**config.mk**
```make
export PLATFORM = sky130hd
export DESIGN_NAME = sorted_top_k_tracker
export DESIGN_NICKNAME = d
export VERILOG_FILES = /design/src/hdl/stkt_pkg.sv /design/src/hdl/sorted_top_k_tracker.sv
export SDC_FILE = /design/constraint.sdc
export NUM_CORES = 2
export LEC_CHECK = 0
export ABC_CLOCK_PERIOD_IN_PS = 10100
export BUFFER_PORTS_ARGS = -buffer_cell sky130_fd_sc_hd__buf_2
export CORE_ASPECT_RATIO = 1.1
export CORE_MARGIN = 4
export CORE_UTILIZATION = 47
export DETAILED_ROUTE_END_ITERATION = 10
export GPL_TIMING_DRIVEN = 0
export HOLD_SLACK_MARGIN = 0.12
export PLACE_DENSITY = 0.62
export SYNTH_ARGS = -nofsm -noshare
export SYNTH_HDL_FRONTEND = slang
export SYNTH_SLANG_ARGS = --single-unit
```
**constraint.sdc**
```tcl
create_clock -name clk_i -period 10.1 [get_ports clk_i]
set_input_delay 2.02 -clock clk_i [delete_from_list [all_inputs] [get_ports clk_i]]
set_output_delay 2.02 -clock clk_i [all_outputs]
set_load 0.02 [all_outputs]
```
**src/hdl/stkt_pkg.sv**
```systemverilog
// Package for the sorted top-k tracker: field widths, codes, request and
// result types and the controller state type. No dependencies.
`default_nettype none

package stkt_pkg;

  localparam int unsigned MaxEntriesDefault = 16;
  localparam int unsigned DurBits           = 48;
  localparam int unsigned TagBits           = 32;
  localparam int unsigned CfgBits           = 5;

  localparam logic OpInsert   = 1'b0;
  localparam logic OpList     = 1'b1;
  localparam logic KindEvict  = 1'b0;
  localparam logic KindListed = 1'b1;

  typedef struct packed {
    logic               op;
    logic [TagBits-1:0] record_tag;
    logic [DurBits-1:0] record_duration;
  } in_req_t;

  typedef struct packed {
    logic               result_kind;
    logic [TagBits-1:0] out_tag;
    logic [DurBits-1:0] out_duration;
    logic               last_of_run;
  } out_rsp_t;

  typedef struct packed {
    logic [TagBits-1:0] tag;
    logic [DurBits-1:0] dur;
  } entry_t;

  typedef enum logic [1:0] {
    StIdle,
    StInsCmp,
    StInsPut,
    StList
  } state_e;

endpackage

`default_nettype wire

```
**src/hdl/sorted_top_k_tracker.sv**
```systemverilog
// Sorted top-k tracker: entry memory, insertion walk and readout sequencer.
// Depends on stkt_pkg.
//
// Keeps up to keep_limit records sorted by duration, largest first, in one
// single-port-write, registered-read memory of MAX_ENTRIES entries. An insert
// into an empty list writes the head straight away. Otherwise it walks
// backwards from the tail: a first read of the tail, then one compare per
// entry, each smaller one moved down a slot, plus one more step when the new
// record lands at the head; the walk is set by the one read and one write per
// cycle of the memory, and at the tail of a full list it waits for a free
// output register. A readout streams one entry per cycle while the output is
// taken. An eviction is reported once per insert into a full list. The output
// register lets the next request be accepted while a result still waits. No
// clearing pass: entries beyond the fill count are never read.
`default_nettype none

module sorted_top_k_tracker
  import stkt_pkg::*;
#(
  parameter int unsigned MAX_ENTRIES = MaxEntriesDefault
) (
  input  wire logic               clk_i,
  input  wire logic               rst_ni,
  input  wire logic               in_valid_i,
  output logic                    in_ready_o,
  input  wire in_req_t            in_req_i,
  output logic                    out_valid_o,
  input  wire logic               out_ready_i,
  output out_rsp_t                out_rsp_o,
  input  wire logic               cfg_we_i,
  input  wire logic [CfgBits-1:0] cfg_data_i
);

  localparam int unsigned CntW = $clog2(MAX_ENTRIES + 1);
  localparam int unsigned IdxW = (MAX_ENTRIES > 1) ? $clog2(MAX_ENTRIES) : 1;
  localparam int unsigned CmpW = (CntW > CfgBits) ? CntW : CfgBits;

  state_e state_q, state_d;
  logic [CntW-1:0] cnt_q, cnt_d;
  logic [CntW-1:0] limit_q;
  logic [IdxW-1:0] idx_q, idx_d;
  logic [TagBits-1:0] new_tag_q;
  logic [DurBits-1:0] new_dur_q;
  logic out_valid_q;
  out_rsp_t out_rsp_q, out_rsp_d;
  logic out_load, out_free;

  // entry memory
  entry_t mem_q [MAX_ENTRIES];
  entry_t rdata_q;
  logic rd_en, we;
  logic [IdxW-1:0] raddr, waddr;
  entry_t wdata;

  logic [CntW-1:0] idx_next;
  logic at_limit, smaller, accept;
  entry_t new_entry;
  logic [CntW-1:0] cnt_after_put;
  logic [CmpW-1:0] cfg_v;
  logic [CntW-1:0] limit_d;

  always_ff @(posedge clk_i) begin
    if (we) begin
      mem_q[waddr] <= wdata;
    end
    if (rd_en) begin
      rdata_q <= mem_q[raddr];
    end
  end

  assign accept    = in_valid_i && in_ready_o;
  assign out_free  = !out_valid_q || out_ready_i;
  assign idx_next  = CntW'(idx_q) + CntW'(1);
  assign at_limit  = (idx_next == limit_q);
  assign smaller   = (rdata_q.dur < new_dur_q);
  assign new_entry = '{tag: new_tag_q, dur: new_dur_q};
  assign cnt_after_put = (cnt_q < limit_q) ? cnt_q + CntW'(1) : cnt_q;

  always_comb begin
    state_d   = state_q;
    cnt_d     = cnt_q;
    idx_d     = idx_q;
    rd_en     = 1'b0;
    raddr     = idx_q;
    we        = 1'b0;
    waddr     = idx_q;
    wdata     = rdata_q;
    out_load  = 1'b0;
    out_rsp_d = out_rsp_q;
    in_ready_o = (state_q == StIdle);

    case (state_q)
      StIdle: begin
        if (in_valid_i) begin
          if (in_req_i.op == OpInsert) begin
            if (cnt_q == '0) begin
              we    = 1'b1;
              waddr = '0;
              wdata = '{tag: in_req_i.record_tag, dur: in_req_i.record_duration};
              cnt_d = CntW'(1);
            end else begin
              // start the walk at the tail
              rd_en   = 1'b1;
              raddr   = IdxW'(cnt_q - CntW'(1));
              idx_d   = IdxW'(cnt_q - CntW'(1));
              state_d = StInsCmp;
            end
          end else if (cnt_q != '0) begin
            rd_en   = 1'b1;
            raddr   = '0;
            idx_d   = '0;
            state_d = StList;
          end
        end
      end

      StInsCmp: begin
        // tail slot of a full list: needs the output register free
        if (!at_limit || out_free) begin
          if (at_limit) begin
            out_load  = 1'b1;
            out_rsp_d.result_kind  = KindEvict;
            out_rsp_d.out_tag      = smaller ? rdata_q.tag : new_tag_q;
            out_rsp_d.out_duration = smaller ? rdata_q.dur : new_dur_q;
            out_rsp_d.last_of_run  = 1'b1;
          end
          if (smaller) begin
            if (!at_limit) begin
              we    = 1'b1;
              waddr = IdxW'(idx_next);
              wdata = rdata_q;
            end
            if (idx_q == '0) begin
              state_d = StInsPut;
            end else begin
              idx_d = idx_q - IdxW'(1);
              rd_en = 1'b1;
              raddr = idx_q - IdxW'(1);
            end
          end else begin
            if (!at_limit) begin
              we    = 1'b1;
              waddr = IdxW'(idx_next);
              wdata = new_entry;
              cnt_d = cnt_after_put;
            end
            state_d = StIdle;
          end
        end
      end

      StInsPut: begin
        we      = 1'b1;
        waddr   = '0;
        wdata   = new_entry;
        cnt_d   = cnt_after_put;
        state_d = StIdle;
      end

      StList: begin
        if (out_free) begin
          out_load  = 1'b1;
          out_rsp_d.result_kind  = KindListed;
          out_rsp_d.out_tag      = rdata_q.tag;
          out_rsp_d.out_duration = rdata_q.dur;
          out_rsp_d.last_of_run  = (idx_next == cnt_q);
          if (idx_next == cnt_q) begin
            state_d = StIdle;
          end else begin
            idx_d = IdxW'(idx_next);
            rd_en = 1'b1;
            raddr = IdxW'(idx_next);
          end
        end
      end

      default: begin
        state_d = StIdle;
      end
    endcase
  end

  // limit write: zero acts as one, saturates at the depth
  always_comb begin
    cfg_v = CmpW'(cfg_data_i);
    if (cfg_v == '0) begin
      limit_d = CntW'(1);
    end else if (cfg_v > CmpW'(MAX_ENTRIES)) begin
      limit_d = CntW'(MAX_ENTRIES);
    end else begin
      limit_d = CntW'(cfg_v);
    end
  end

  always_ff @(posedge clk_i or negedge rst_ni) begin
    if (!rst_ni) begin
      state_q     <= StIdle;
      cnt_q       <= '0;
      limit_q     <= CntW'(MAX_ENTRIES);
      idx_q       <= '0;
      out_valid_q <= 1'b0;
    end else begin
      state_q <= state_d;
      cnt_q   <= cnt_d;
      idx_q   <= idx_d;
      if (cfg_we_i && (cnt_q == '0)) begin
        limit_q <= limit_d;
      end
      if (out_load) begin
        out_valid_q <= 1'b1;
      end else if (out_ready_i) begin
        out_valid_q <= 1'b0;
      end
    end
  end

  always_ff @(posedge clk_i) begin
    if (accept) begin
      new_tag_q <= in_req_i.record_tag;
      new_dur_q <= in_req_i.record_duration;
    end
    if (out_load) begin
      out_rsp_q <= out_rsp_d;
    end
  end

  assign out_valid_o = out_valid_q;
  assign out_rsp_o   = out_rsp_q;

endmodule

`default_nettype wire

```
==> results.md <==
- Placer Congestion: about 0.85
- Status: complete, but fails checks
- Largest net degree at the start of global routing: 49
- Seq pwr share: 0.373
- Final period utilization: 0.727
- Cell Int Power: ~17000 uW
- Cell Area, Synth: 62200 um2
- R2R depth: 11
- Reg-to-Reg End: mem_q[4][10]
- Multi-input gate area: ~15000 um2
- Most frequent cell after synthesis: edfxtp_1
- Setup Crit Path Kind: reg2reg
- Syn_area_per_cell: approximately 16 um2
- Initial antenna violation count: 7
- First-pass GRT wire length: between 200 and 300 mm
- CTS tree: done
- Crit path to: mem_q[4][10]
- Rows: approximately 140
- Crit-path cells: ha_1, nand4_1, nor4_4, inv_1, o22ai_1, o21bai_2, o21bai_1, clkbuf_1, clkbuf_1, a222oi_1, o21ai_1
- Critical Path Max Stage Delay: between 1 and 1.5 ns
- Final setup fails: 0
- Number of synthesized flops with an enable pin: 1522
- Layout area overhead: 15.6%
- CTS clk-pin slew, worst paths: approximately 0.060 ns
- Vias in the first global route: approximately 38000
- CP required: 10.52 ns
- Worst vdd ir: 213 uV
- Asr flop ratio synth: 0.0110
- Cts bufs inserted: around 160
- Slowest stage cell, crit path: clkbuf_1
- Switching Share: 0.395
- HP Class: reg2reg
- Layout cells sized above 1: 0.203
- Endpoints failing hold: 0
- CP top delay family: compound AO/OA/AOI/OAI gates
- Worst setup EP type: register
- Die Height: around 390 um
- CTS max path bufs: 3
- Synth Warn #: 0
- CP arrival: a little under 8 ns
- Clock power frac: 0.200
- Nets: around 4400
- Via/cell ratio: approximately 6.3
- DR iter-0 viols: roughly 5700
- Buf+Inv Stages, Crit Path: 3
- DRC: 0
- Register area: ~46000 um2
- Area leader, netlist: edfxtp_1
- Flops & latches, synth: 1539
- Fmax: between 100 and 150 MHz
- Unique masters post-synth: 69
- I/O Buffers: 174
- Post-synthesis sequential area ratio: 0.741
- RSZ-0062 raised after global routing: false
- Number of setup buffers added after CTS: 0
- Core footprint: ~130000 um2
- Total gr overflow: 0
- P_leak: about 0.025 uW
- Layout fillers: 10300
- Failing checks: capacitance limit, slew limit
- Hpwl dp: ~130 mm
- TritonCTS Sinks: between 1500 and 2000
- Routed WL per cell: around 31 um
- R2r setup slk: between 2 and 3 ns
- Util after Layout: 0.549
- Cts repair resizes: 0
- Worst Setup Slack, final: ~2.8 ns
- Slew @ Worst Pin: between 1.5 and 2 ns
- Synth Flop Type: edfxtp_1
- Clk root buf: clkbuf_16
- Setup crit start: rdata_q[35]
- Setup TNS Final: 0 ns
- Power Density: 385 nW/um2
- Max_slew headroom: -0.0611
- Kind of launch point of the worst setup path: register
- Worst Path Max Fanout: 16
- Cells after synthesis: ~3800
- Via count: just under 40000
- Synth Net Count: a little under 4000
- Most used cell, CP: clkbuf_1
- Critical path depth: 11
- All-Layer GR Usage: 0.272
- Comb power frac: 0.427
- Clock Latency Late Sink: 0.80 ns
- Slew Limit Fails: 22
- Dpl ws: about 2.2 ns
- Detail Route Antenna Nets: 0
- Pre-antenna DRT Iters: 11
- Initial core utilization: 0.475
- Max_cap viols: 2
- Worst r2r src: rdata_q[35]
- Hold_buf cts: 0
- Clk_skew: between 0.03 and 0.04 ns
- Top cell type's share of synthesized area: 0.735
- H-tree Lvls: 4
- Die footprint: between 100000 and 150000 um2
- Commonest cells post-synth: edfxtp_1, nand2_1, a21oi_1
- I/O pin cnt: about 180
- Largest cells by area after synthesis: edfxtp_1, mux4_2, nand2_1
- Final min period: between 7 and 8 ns
- Hold Path Depth: 2
- Final wirelength: approximately 190 mm
- Die width: ~350 um
- P_sw: between 10000 and 15000 uW
-- layout make-up --
cell class              count  share of cell area
well taps                1762              0.0306
inverters                  70             0.00369
plain buffers             260              0.0190
multi-input cells        1941               0.203
repair buffers            286              0.0354
clock buffers             206              0.0603
clock inverters            72             0.00635
diodes                      5            0.000174
flip-flops and latches   1539               0.641
-- worst min-delay path: stages, from the launching register on --
cell and delay (ns):
dfrtp_1 0.39, nand2_1 0.06, o21ai_0 0.07
-- cell usage in the layout (no fill, tap or decap), types with 82 or more instances in the layout --
cell       Yosys  routed
clkbuf_16      0     167
nand2_1      592     592
a211oi_1      85      85
edfxtp_1    1522    1522
clkbuf_1     130     167
mux2_2        83      83
a221oi_1      82      82
mux4_2       158     158
a21oi_1      350     349
buf_2         68     247
-- layer usage --
layer	GRT usage	share of wire	routed length, um
met3	0.0731	0.11	21600
met1	0.386	0.40	75500
met4	0.0997	0.037	6980
met2	0.407	0.45	85500
met5	0	0	0
-- cell families (layout without fill, tap and decap cells) --
| group | after synthesis | after routing | synth area share |
|---|---|---|---|
| simple gates | 710 | 710 | 0.0465 |
| flops | 1539 | 1539 | 0.741 |
| xor+xnor | 10 | 10 | 0.00185 |
| other cells | 0 | 5 | 0 |
| mux | 242 | 242 | 0.0726 |
| compound gates | 918 | 918 | 0.0991 |
| fa+ha+maj | 61 | 61 | 0.0123 |
| buf+inv | 330 | 894 | 0.0263 |
-- state kept, by name, indices dropped and copies added, names as in the netlist --
signal       count
limit_q          5
new_dur_q       48
rdata_q         80
state_q          2
new_tag_q       32
cnt_q            5
out_rsp_o       82
mem_q         1280
idx_q            4
out_valid_o      1
-- how the worst min path moves through the flow --
stage          slack (ns)            end          start
2_1_floorplan        0.49     limit_q[0]     limit_q[0]
3_3_place_gp         0.54     limit_q[3]     limit_q[3]
3_5_place_dp         0.53     limit_q[3]     limit_q[3]
4_1_cts              0.56     limit_q[1]     limit_q[1]
5_1_grt              0.60  out_rsp_o[60]  new_tag_q[11]
6_report             0.56     limit_q[1]     limit_q[1]
-- power by group through the flow --
stage,Sequential [uW],Combinational [uW],Clock [uW]
after floorplan,10600,6660,0
after global placement,10800,10900,0
after detailed placement,10500,11600,0
after CTS,10300,11700,5590
after global routing,10400,12600,5870
final,10300,11900,5540
-- metrics by stage --
stage	cells	power, uW	hold slack [ns]	area (um2)
2_1_floorplan	3810	17200	0.487	62200
3_3_place_gp	5746	21700	0.538	65300
3_5_place_dp	5852	22100	0.529	67100
4_1_cts	6130	27600	0.563	71900
6_report	6141	27700	0.556	71900
5_1_grt	6136	28900	0.602	71900
Note: power is estimated with default switching activity, not from simulation.
